`src/design/pwmt_pkg.sv`:
```
// ----------------------------------------------------------------------------
// pwmt_pkg
// shared types and constants for the pwm timer with duty stream
// ----------------------------------------------------------------------------
`default_nettype none
package pwmt_pkg;
  localparam int unsigned NumCh = 6;
  localparam int unsigned FifoDepth = 16;
  localparam int unsigned PtrW = $clog2(FifoDepth);
  localparam int unsigned LvlW = $clog2(FifoDepth + 1);

  typedef enum logic [3:0] {
    ACT_TICK     = 4'd0,
    ACT_SET_DUTY = 4'd1,
    ACT_RD_MATCH = 4'd2,
    ACT_SET_CNT  = 4'd3,
    ACT_RD_CNT   = 4'd4,
    ACT_ENABLE   = 4'd5,
    ACT_DISABLE  = 4'd6,
    ACT_ST_BEGIN = 4'd7,
    ACT_ST_PUSH  = 4'd8,
    ACT_CANCEL   = 4'd9
  } action_e;

  localparam logic [1:0] ST_OK = 2'd0;
  localparam logic [1:0] ST_BUSY = 2'd1;
  localparam logic [1:0] ST_INVALID = 2'd2;
  localparam logic [1:0] ST_FULL = 2'd3;

  localparam logic [1:0] EV_NONE = 2'd0;
  localparam logic [1:0] EV_DONE = 2'd1;
  localparam logic [1:0] EV_CANCEL = 2'd2;

  localparam logic [1:0] REG_PERIOD = 2'd0;
  localparam logic [1:0] REG_PRESCALE = 2'd1;
  localparam logic [1:0] REG_CH_EN = 2'd2;

  // decoded item passed from front to back
  typedef struct packed {
    logic [3:0]  action;
    logic [2:0]  channel;
    logic [31:0] value;
    logic        ch_valid;
  } item_t;

  typedef struct packed {
    logic [NumCh-1:0] pwm_out;
    logic [31:0]      read_data;
    logic [1:0]       status;
    logic [1:0]       event_res;
    logic             period_end;
  } result_t;
endpackage
`default_nettype wire

```
`src/design/pwmt_front.sv`:
```
// ----------------------------------------------------------------------------
// pwmt_front
// input stage: takes items and classifies the channel, two-entry queue
// ----------------------------------------------------------------------------
`default_nettype none
module pwmt_front import pwmt_pkg::*; (
  input  wire logic  clk_i,
  input  wire logic  rst_ni,
  input  wire logic  valid_i,
  output logic       stall_o,
  input  wire logic [3:0]  action_i,
  input  wire logic [2:0]  channel_i,
  input  wire logic [31:0] value_i,
  output logic       q_valid_o,
  input  wire logic  q_pop_i,
  output item_t      q_item_o
);
  item_t       mem_q [2];
  logic        wp_q, rp_q;
  logic [1:0]  cnt_q;
  logic        push;
  item_t       it;

  assign stall_o = (cnt_q == 2'd2);
  assign push = valid_i && !stall_o;
  assign q_valid_o = (cnt_q != 2'd0);
  assign q_item_o = mem_q[rp_q];

  always_comb begin
    it.action = action_i;
    it.channel = channel_i;
    it.value = value_i;
    it.ch_valid = (channel_i >= 3'd1) && ({29'd0, channel_i} <= NumCh[31:0]);
  end

  always_ff @(posedge clk_i) begin
    if (push) mem_q[wp_q] <= it;
  end

  always_ff @(posedge clk_i or negedge rst_ni) begin
    if (!rst_ni) begin
      wp_q <= 1'b0;
      rp_q <= 1'b0;
      cnt_q <= 2'd0;
    end else begin
      if (push) wp_q <= ~wp_q;
      if (q_pop_i) rp_q <= ~rp_q;
      cnt_q <= cnt_q + {1'b0, push} - {1'b0, q_pop_i};
    end
  end
endmodule
`default_nettype wire

```
`src/design/pwmt_back.sv`:
```
// ----------------------------------------------------------------------------
// pwmt_back
// execution stage: counter, match registers, duty stream and result register
// ----------------------------------------------------------------------------
`default_nettype none
module pwmt_back import pwmt_pkg::*; (
  input  wire logic  clk_i,
  input  wire logic  rst_ni,
  input  wire logic  cfg_we_i,
  input  wire logic [1:0]  cfg_idx_i,
  input  wire logic [31:0] cfg_data_i,
  input  wire logic  q_valid_i,
  output logic       q_pop_o,
  input  wire item_t q_item_i,
  output logic       res_valid_o,
  input  wire logic  res_stall_i,
  output result_t    res_o
);
  logic [31:0]      period_q, prescale_q;
  logic [NumCh-1:0] ch_en_q;
  logic [31:0]      cnt_q, cnt_d, pre_q, pre_d;
  logic             run_q, run_d;
  logic [31:0]      shadow_q [NumCh];
  logic [31:0]      shadow_d [NumCh];
  logic [31:0]      active_q [NumCh];
  logic [31:0]      active_d [NumCh];
  logic [NumCh-1:0] pend_q, pend_d;
  logic             st_q, st_d;
  logic [2:0]       st_ch_q, st_ch_d;
  logic [31:0]      rem_q, rem_d;
  logic [31:0]      fifo_q [FifoDepth];
  logic [LvlW-1:0]  lvl_q, lvl_d;
  logic [PtrW-1:0]  rp_q, rp_d, wp_q, wp_d;
  logic             fifo_we;
  logic             res_v_q;
  result_t          res_q, r;
  logic             go;

  assign go = q_valid_i && (!res_v_q || !res_stall_i);
  assign q_pop_o = go;
  assign res_valid_o = res_v_q;
  assign res_o = res_q;

  always_comb begin
    cnt_d = cnt_q; pre_d = pre_q; run_d = run_q; pend_d = pend_q;
    st_d = st_q; st_ch_d = st_ch_q; rem_d = rem_q;
    lvl_d = lvl_q; rp_d = rp_q; wp_d = wp_q; fifo_we = 1'b0;
    shadow_d = shadow_q; active_d = active_q;
    r = '0;
    unique case (q_item_i.action)
      ACT_TICK: begin
        if (run_q) begin
          if (pre_q >= prescale_q) begin
            pre_d = '0;
            if (cnt_q >= period_q) begin
              cnt_d = '0;
              r.period_end = 1'b1;
              for (int c = 0; c < NumCh; c++)
                if (pend_q[c]) active_d[c] = shadow_q[c];
              pend_d = '0;
              if (st_q) begin
                if (rem_q != '0) begin
                  if (lvl_q != '0) begin
                    rp_d = rp_q + 1'b1;
                    lvl_d = lvl_q - 1'b1;
                    // stream channel was checked at begin
                    for (int c = 0; c < NumCh; c++)
                      if (st_ch_q == 3'(c + 1)) begin
                        shadow_d[c] = fifo_q[rp_q];
                        pend_d[c] = 1'b1;
                      end
                  end
                  rem_d = rem_q - 32'd1;
                end else begin
                  st_d = 1'b0;
                  r.event_res = EV_DONE;
                end
              end
            end else cnt_d = cnt_q + 32'd1;
          end else pre_d = pre_q + 32'd1;
        end
      end
      ACT_SET_DUTY: begin
        if (st_q) r.status = ST_BUSY;
        else if (!q_item_i.ch_valid) r.status = ST_INVALID;
        else begin
          for (int c = 0; c < NumCh; c++)
            if (q_item_i.channel == 3'(c + 1)) begin
              shadow_d[c] = q_item_i.value;
              pend_d[c] = 1'b1;
            end
        end
      end
      ACT_RD_MATCH: begin
        if (q_item_i.channel == 3'd0) r.read_data = period_q;
        else if (q_item_i.ch_valid) begin
          for (int c = 0; c < NumCh; c++)
            if (q_item_i.channel == 3'(c + 1)) r.read_data = shadow_q[c];
        end else r.status = ST_INVALID;
      end
      ACT_SET_CNT: cnt_d = q_item_i.value;
      ACT_RD_CNT: r.read_data = cnt_q;
      ACT_ENABLE: run_d = 1'b1;
      ACT_DISABLE: run_d = 1'b0;
      ACT_ST_BEGIN: begin
        if (st_q) r.status = ST_BUSY;
        else if (!q_item_i.ch_valid) r.status = ST_INVALID;
        else begin
          st_d = 1'b1; st_ch_d = q_item_i.channel; rem_d = q_item_i.value;
          lvl_d = '0; rp_d = '0; wp_d = '0;
        end
      end
      ACT_ST_PUSH: begin
        if (lvl_q == LvlW'(FifoDepth)) r.status = ST_FULL;
        else begin
          fifo_we = 1'b1;
          wp_d = wp_q + 1'b1;
          lvl_d = lvl_q + 1'b1;
        end
      end
      ACT_CANCEL: begin
        if (st_q) begin
          st_d = 1'b0; rem_d = '0;
          lvl_d = '0; rp_d = '0; wp_d = '0;
          r.event_res = EV_CANCEL;
        end
      end
      default: ;
    endcase
    for (int c = 0; c < NumCh; c++)
      r.pwm_out[c] = ch_en_q[c] && (cnt_d < active_d[c]);
  end

  always_ff @(posedge clk_i) begin
    if (go && fifo_we) fifo_q[wp_q] <= q_item_i.value;
    if (go) res_q <= r;
  end

  always_ff @(posedge clk_i or negedge rst_ni) begin
    if (!rst_ni) begin
      period_q <= '0; prescale_q <= '0; ch_en_q <= '0;
      cnt_q <= '0; pre_q <= '0; run_q <= 1'b0; pend_q <= '0;
      st_q <= 1'b0; st_ch_q <= '0; rem_q <= '0;
      lvl_q <= '0; rp_q <= '0; wp_q <= '0; res_v_q <= 1'b0;
      for (int c = 0; c < NumCh; c++) begin
        shadow_q[c] <= '0; active_q[c] <= '0;
      end
    end else begin
      if (cfg_we_i) begin
        unique case (cfg_idx_i)
          REG_PERIOD: period_q <= cfg_data_i;
          REG_PRESCALE: prescale_q <= cfg_data_i;
          REG_CH_EN: ch_en_q <= cfg_data_i[NumCh-1:0];
          default: ;
        endcase
      end
      if (go) begin
        cnt_q <= cnt_d; pre_q <= pre_d; run_q <= run_d; pend_q <= pend_d;
        st_q <= st_d; st_ch_q <= st_ch_d; rem_q <= rem_d;
        lvl_q <= lvl_d; rp_q <= rp_d; wp_q <= wp_d;
        shadow_q <= shadow_d; active_q <= active_d;
        res_v_q <= 1'b1;
      end else if (!res_stall_i) res_v_q <= 1'b0;
    end
  end
endmodule
`default_nettype wire

```
`src/design/pwm_timer_with_duty_stream_top.sv`:
```
// ----------------------------------------------------------------------------
// pwm_timer_with_duty_stream_top
// six-channel pwm timer with shadow match registers and a duty stream
// ----------------------------------------------------------------------------
// path: an input transfer passes through the input queue, then the result register
// throughput: one item per cycle while out_stall_i does not hold the result register
// reset: asynchronous, clears counter, matches, stream state and both queues
`default_nettype none
module pwm_timer_with_duty_stream_top import pwmt_pkg::*; (
  input  wire logic        clk_i,
  input  wire logic        rst_ni,
  input  wire logic        cfg_we_i,
  input  wire logic [1:0]  cfg_idx_i,
  input  wire logic [31:0] cfg_data_i,
  input  wire logic        in_valid_i,
  output logic             in_stall_o,
  input  wire logic [3:0]  action_i,
  input  wire logic [2:0]  channel_i,
  input  wire logic [31:0] value_i,
  output logic             out_valid_o,
  input  wire logic        out_stall_i,
  output logic [5:0]       pwm_out_o,
  output logic [31:0]      read_data_o,
  output logic [1:0]       status_o,
  output logic [1:0]       event_res_o,
  output logic             period_end_o
);
  logic    q_valid, q_pop;
  item_t   q_item;
  result_t res;

  pwmt_front u_front (
    .clk_i, .rst_ni, .valid_i(in_valid_i), .stall_o(in_stall_o),
    .action_i, .channel_i, .value_i,
    .q_valid_o(q_valid), .q_pop_i(q_pop), .q_item_o(q_item)
  );

  pwmt_back u_back (
    .clk_i, .rst_ni, .cfg_we_i, .cfg_idx_i, .cfg_data_i,
    .q_valid_i(q_valid), .q_pop_o(q_pop), .q_item_i(q_item),
    .res_valid_o(out_valid_o), .res_stall_i(out_stall_i), .res_o(res)
  );

  assign pwm_out_o = res.pwm_out;
  assign read_data_o = res.read_data;
  assign status_o = res.status;
  assign event_res_o = res.event_res;
  assign period_end_o = res.period_end;

  a_pend_tick: assert property (@(posedge clk_i) disable iff (!rst_ni)
    out_valid_o && period_end_o |-> status_o == ST_OK && read_data_o == '0)
    else $error("period end on a non-tick result");
  a_ev_ok: assert property (@(posedge clk_i) disable iff (!rst_ni)
    out_valid_o |-> event_res_o != 2'd3)
    else $error("bad event code");
  a_pop: assert property (@(posedge clk_i) disable iff (!rst_ni)
    q_pop |=> out_valid_o)
    else $error("executed item gave no result");
endmodule
`default_nettype wire

```
`config.mk`:
```
export PLATFORM = sky130hd
export DESIGN_NAME = pwm_timer_with_duty_stream_top
export DESIGN_NICKNAME = d
export VERILOG_FILES = /design/src/design/pwmt_pkg.sv /design/src/design/pwmt_front.sv /design/src/design/pwmt_back.sv /design/src/design/pwm_timer_with_duty_stream_top.sv
export SDC_FILE = /design/constraint.sdc
export NUM_CORES = 2
export LEC_CHECK = 0
export BUFFER_PORTS_ARGS = -buffer_cell sky130_fd_sc_hd__buf_2
export CORE_ASPECT_RATIO = 1.4
export CORE_MARGIN = 10
export CORE_UTILIZATION = 63
export DETAILED_ROUTE_END_ITERATION = 12
export GPL_TIMING_DRIVEN = 0
export PLACE_DENSITY_LB_ADDON = 0.1
export SLEW_MARGIN = 20
export SYNTH_ARGS = -nofsm -noshare
export SYNTH_HDL_FRONTEND = slang
export SYNTH_HIERARCHICAL = 1
export SYNTH_SLANG_ARGS = --single-unit
```
`constraint.sdc`:
```
create_clock -name clk_i -period 6.58 [get_ports clk_i]
set_input_delay 0.329 -clock clk_i [delete_from_list [all_inputs] [get_ports clk_i]]
set_output_delay 0.329 -clock clk_i [all_outputs]
set_load 0.01 [all_outputs]
```
Word-level counts from Yosys, hierarchy flattened
Memory sizes are Yosys's and may differ from the RTL's. Index checks and enable logic that the tools add are counted.

Register bits: 622. Memory bits (writable): 592. Input bits: 78. Output and inout bits: 45. Logic and storage cells: 290. Memories: 2.

Add/subtract/negate cells: 9. Order comparisons: 10. Equal/unequal tests: 50. Multiplexer cells: 127. Bitwise logic cells: 3. Reductions and logical operators: 50.

Memories: u_back.fifo_q (words 16, bits a word 32, read ports 1, clocked after Yosys merged registers in 0, write ports 1, line pwmt_back.sv:31) `logic [31:0] fifo_q [FifoDepth];`; u_front.mem_q (words 2, bits a word 40, read ports 1, clocked after Yosys merged registers in 0, write ports 1, line pwmt_front.sv:18) `item_t mem_q [2];`.

Operators with widths (number): $mux W192 (12); $mux W32 (38); $pmux W192 S2 (1); $lt A32 B32 Y1 (6); $pmux W32 S2 (2); $pmux W32 S3 (1); $reduce_and A12 Y1 (7); $add A32 B1 Y32 const B (2); $ge A32 B32 Y1 (2); $mux W5 (10); $mux W6 (8); $reduce_and A8 Y1 (6); $ne A2 B1 Y1 const B (22); $mux W4 (10); $reduce_bool A32 Y1 (1); $sub A32 B1 Y32 const B (1); $mux W1 (28); $pmux W4 S3 (2); $pmux W5 S4 (1); $eq A3 B3 Y1 const B (6); $eq A4 B3 Y1 const B (4); $eq A3 B2 Y1 const B (4); $mux W2 (6); $pmux W6 S2 (1); other kinds (39) (68).

Logic depth before layout (Yosys ltp)
An unclocked memory read counts as a cell.

Depth in word-level cells: 11. Gate-level depth with buffers: 24. Mapped depth without buffers: 21.

Hierarchy
The synthesis kept the hierarchy.

Modules (own cells, without submodules): pwmt_back (instances 1, cells an instance 4609, area each 55109.1 um^2, sequential area each 31054.8 um^2); pwmt_front (instances 1, cells an instance 145, area each 3299.4 um^2, sequential area each 2502.4 um^2).

Worst setup path after synthesis
No wires, ideal clock.

Path kind: register to register. Start: register u_front.rp_q. End: memory u_back.fifo_q[1][0], enable pin. Library setup time: 0.502 ns. Arrival time: 4.838 ns. Data required time: 6.078 ns. Path slack: 1.241 ns. Stages on the path, launching flop included: 10. Path buffers: 3. Period minus slack after synthesis: 5.339 ns. Path through: dfrtp_1 > buf_6 > buf_12 > mux2_4 > clkbuf_1 > nor2_1 > nand3_1 > inv_1 > nand3_1 > nor4_1.

RTL lines: start: declaration (line pwmt_front.sv:19) `logic wp_q, rp_q;`; start signal: assignment (line pwmt_front.sv:47) `if (q_pop_i) rp_q <= ~rp_q;`; end: declaration (line pwmt_back.sv:31).

==> impl_metrics.json <==
{
  "fin_setup_tns_ns": 0,
  "wl_per_cell_um": 29.7,
  "holdWs_ns": 0.0571,
  "drive_above_1_share": 0.163,
  "coreArea_mm2": 0.0923,
  "die_x_um": 277,
  "yosys-top-cells-area": "edfxtp_1 33%, dfrtp_1 25%, ha_1 5.6%, mux2_2 5.2%, mux2i_1 5.0%",
  "syn_to_final_growth_pct": 13.6,
  "holdCritPathClass": "input port to register",
  "synth.avg_cell_area_um2": 12.3,
  "synthCells": 4754,
  "vias": 43300,
  "dpl_cell_area_mm2": 0.0617,
  "drv_cap": 0,
  "vdd_drop_max_mv": 0.473,
  "antenna_found_initial": 4,
  "finalWorstSetupSlack_ns": 0.259,
  "path_clk_slew_ns": 0.06,
  "fmax_mhz": 158,
  "ys_ff_latch": 1214,
  "ys_warn_count": 6,
  "synth-main-ff-cell": "edfxtp_1",
  "die_h_um": 380,
  "clock-sinks": 1214,
  "ys_types": 80,
  "place_ws_ns": -0.530,
  "clk_path_buf_depth": 3,
  "status": "completed",
  "clkLatencyLatePin_ns": 0.73,
  "async_reset_ff_frac": 0.477,
  "synth.net_count": 5096,
  "core.rowCount": 132,
  "wirelength_um": 192000,
  "cts_tree": "built",
  "slew_violations": 0,
  "fin_nets": 5490,
  "synth_top_area_frac": 0.326,
  "crit_fanout": 10,
  "via_per_inst": 6.71,
  "synth.most_common_cell": "edfxtp_1",
  "hold_depth": 4,
  "htreeDepth": 3,
  "start_util": 0.633,
  "leakage_nw": 27.2,
  "grt.overflow.total": 0,
  "final_core_util": 0.719,
  "yosysSeqAreaShare": 0.575,
  "p_per_area_mw_per_mm2": 393,
  "crit_arrival_ns": 6.83,
  "synth_commonest_cells": "635 x edfxtp_1, 579 x dfrtp_1, 397 x o21ai_0, 388 x nand2_1, 378 x a21oi_1",
  "firstDrtPassIters": 8,
  "grt_use_total": 0.356,
  "ant_nets": 0,
  "worst_pin_slew_ns": 1.23,
  "criticalPathCategory": "register to register",
  "grt_start_max_net_pins": 100,
  "ctsRootBufferMaster": "clkbuf_16",
  "synth_top_area_cell": "edfxtp_1",
  "place_hpwl_um": 140000,
  "r2r-start": "u_front/rp_q$_DFFE_PN0P_",
  "synth-edff-count": 635,
  "synth_area_mm2": 0.0584,
  "fin_skew_ns": 0.0265,
  "finish.instance_area_mm2": 0.0663,
  "hold_start": "cfg_idx_i[1]",
  "rsz0062_at_grt": "false",
  "hold_viol": 0,
  "drc": 0,
  "reg2reg_depth": 19,
  "drt_iter0_markers": 5286,
  "cp-end-kind": "register",
  "relSlewSlack": 0.178,
  "worst_setup_path_start_kind": "register",
  "port_buffers": 122,
  "cts_made_buffers": 112,
  "hold_end": "u_back/period_q[1]$_DFFE_PN0P_",
  "grt_pass1_vias": 42800,
  "dieArea_mm2": 0.105,
  "crit_required_ns": 7.09,
  "finalSetupViolations": 0,
  "period_share": 0.961,
  "io_pins": 123,
  "grt_pass1_wl_um": 280000,
  "reg2reg_to": "u_back/res_o[39]$_DFFE_PP_",
  "r2r_slack_ns": 0.26,
  "routabilityCongestion": 0.969,
  "fin_crit_ns": 6.32
}
-- where the power goes --
part	switching [mW]	total [mW]	internal [mW]
clock	2.96	6.87	3.90
combinational	6.27	9.17	2.90
sequential	0.768	10.1	9.29
total	10.0	26.1	16.1
-- cell type report --
type / instances / area [um2]
fill: 6422 / 26000
tap: 1206 / 1510
inverter: 93 / 349
clock inverter: 61 / 769
multi-input combinational: 3182 / 23700
sequential: 1214 / 33600
antenna: 2 / 5.00
clock buffer: 149 / 3050
buffer: 264 / 1120
timing repair buffer: 281 / 2300
-- cell usage in the layout, fill, tap and decap left out, types with 37 or more instances in the layout --
master and instances:
a21oi_1 368, nand2_1 386, nor2_1 284, nand4_1 51, o22ai_1 40, nand3_1 61
a21o_1 42, a211oi_1 71, clkbuf_1 201, mux2i_1 293, dlygate4sd3_1 76, mux2_2 269
and3_1 37, mux2_4 39, buf_4 39, clkbuf_16 114, mux4_2 64, edfxtp_1 635
buf_1 51, o21ai_0 394, inv_1 92, ha_1 263, buf_2 171, nor3_1 60
dfrtp_1 579
-- layer usage --
| layer | wire length (um) | vias up | GRT usage |
|---|---|---|---|
| li1 | - | 18700 | - |
| met1 | 67000 | 21500 | 0.415 |
| met2 | 93300 | 2413 | 0.593 |
| met3 | 14700 | 646 | 0.0519 |
| met4 | 16900 | 0 | 0.266 |
| met5 | 0 | - | 0 |
-- registers in the layout, indices dropped and copies added, names as in the netlist --
signal and flops:
u_back/lvl_q 5, u_front/wp_q 1, u_back/prescale_q 32, u_back/st_q 1, u_front/mem_q 80, u_back/pre_q 32, u_back/res_valid_o 1, u_front/cnt_q 2
u_back/rp_q 4, u_back/period_q 32, u_back/active_q 192, u_back/cnt_q 32, u_back/pend_q 6, u_back/rem_q 32, u_back/ch_en_q 6, u_front/rp_q 1
u_back/st_ch_q 3, u_back/fifo_q 512, u_back/run_q 1, u_back/res_o 43, u_back/shadow_q 192, u_back/wp_q 4
-- cell families after synthesis --
logic type                 synth area share
muxes                                 0.137
AOI/OAI and AO/OA                     0.120
buffers and inverters                0.0250
adders and majority gates            0.0567
DFF                                   0.575
and+or+nand+nor                      0.0817
xor gates and xnor gates            0.00495
-- per-stage QoR --
stage               instances  power, mW
global route             6452       27.1
CTS                      6451       25.8
global placement         6082       18.5
detailed placement       6165       18.9
floorplan                4754       15.0
finish                   6452       26.1
-- timing repair --
action | 4_1_cts | 5_1_grt
setup endpoints to repair | 5 | 6
hold buffers | 76 | 0
hold endpoints to repair | 347 | 0
pin swaps | 0 | 0
gates resized for setup | 8 | 14
buffers inserted | 0 | 0
-- how the worst max path moves through the flow --
stage                                 start                            end  slack [ns]
3_5_place_dp   u_back/cnt_q[27]$_DFFE_PN0P_     u_back/res_o[39]$_DFFE_PP_       -0.53
6_report           u_front/rp_q$_DFFE_PN0P_     u_back/res_o[39]$_DFFE_PP_        0.26
5_1_grt        u_back/pre_q[13]$_DFFE_PN0P_     u_back/res_o[39]$_DFFE_PP_        0.01
4_1_cts         u_back/cnt_q[0]$_DFFE_PN0P_     u_back/res_o[39]$_DFFE_PP_       -0.06
3_3_place_gp                         rst_ni   u_back/rem_q[11]$_DFFE_PN0P_       -7.25
2_1_floorplan      u_front/rp_q$_DFFE_PN0P_  u_back/fifo_q[1][0]$_DFFE_PP_        1.24
-- worst max-delay path: stages, from the launching register on --
cell       delay, ns
dfrtp_1         0.37
buf_6           0.15
buf_12          0.16
mux2_4          0.22
clkbuf_1        0.38
nor4_2          0.13
clkbuf_2        0.26
and2_1          0.28
nor2_1          0.69
clkbuf_1        0.50
o21ai_0         0.22
nand2_2         0.34
ha_1            0.33
a2111oi_0       0.34
o21ai_0         0.17
a31o_2          0.27
a21oi_1         0.32
nand4_1         0.20
or3_1           0.43
a31oi_2         0.33
Power figures use the tool's default switching activity.
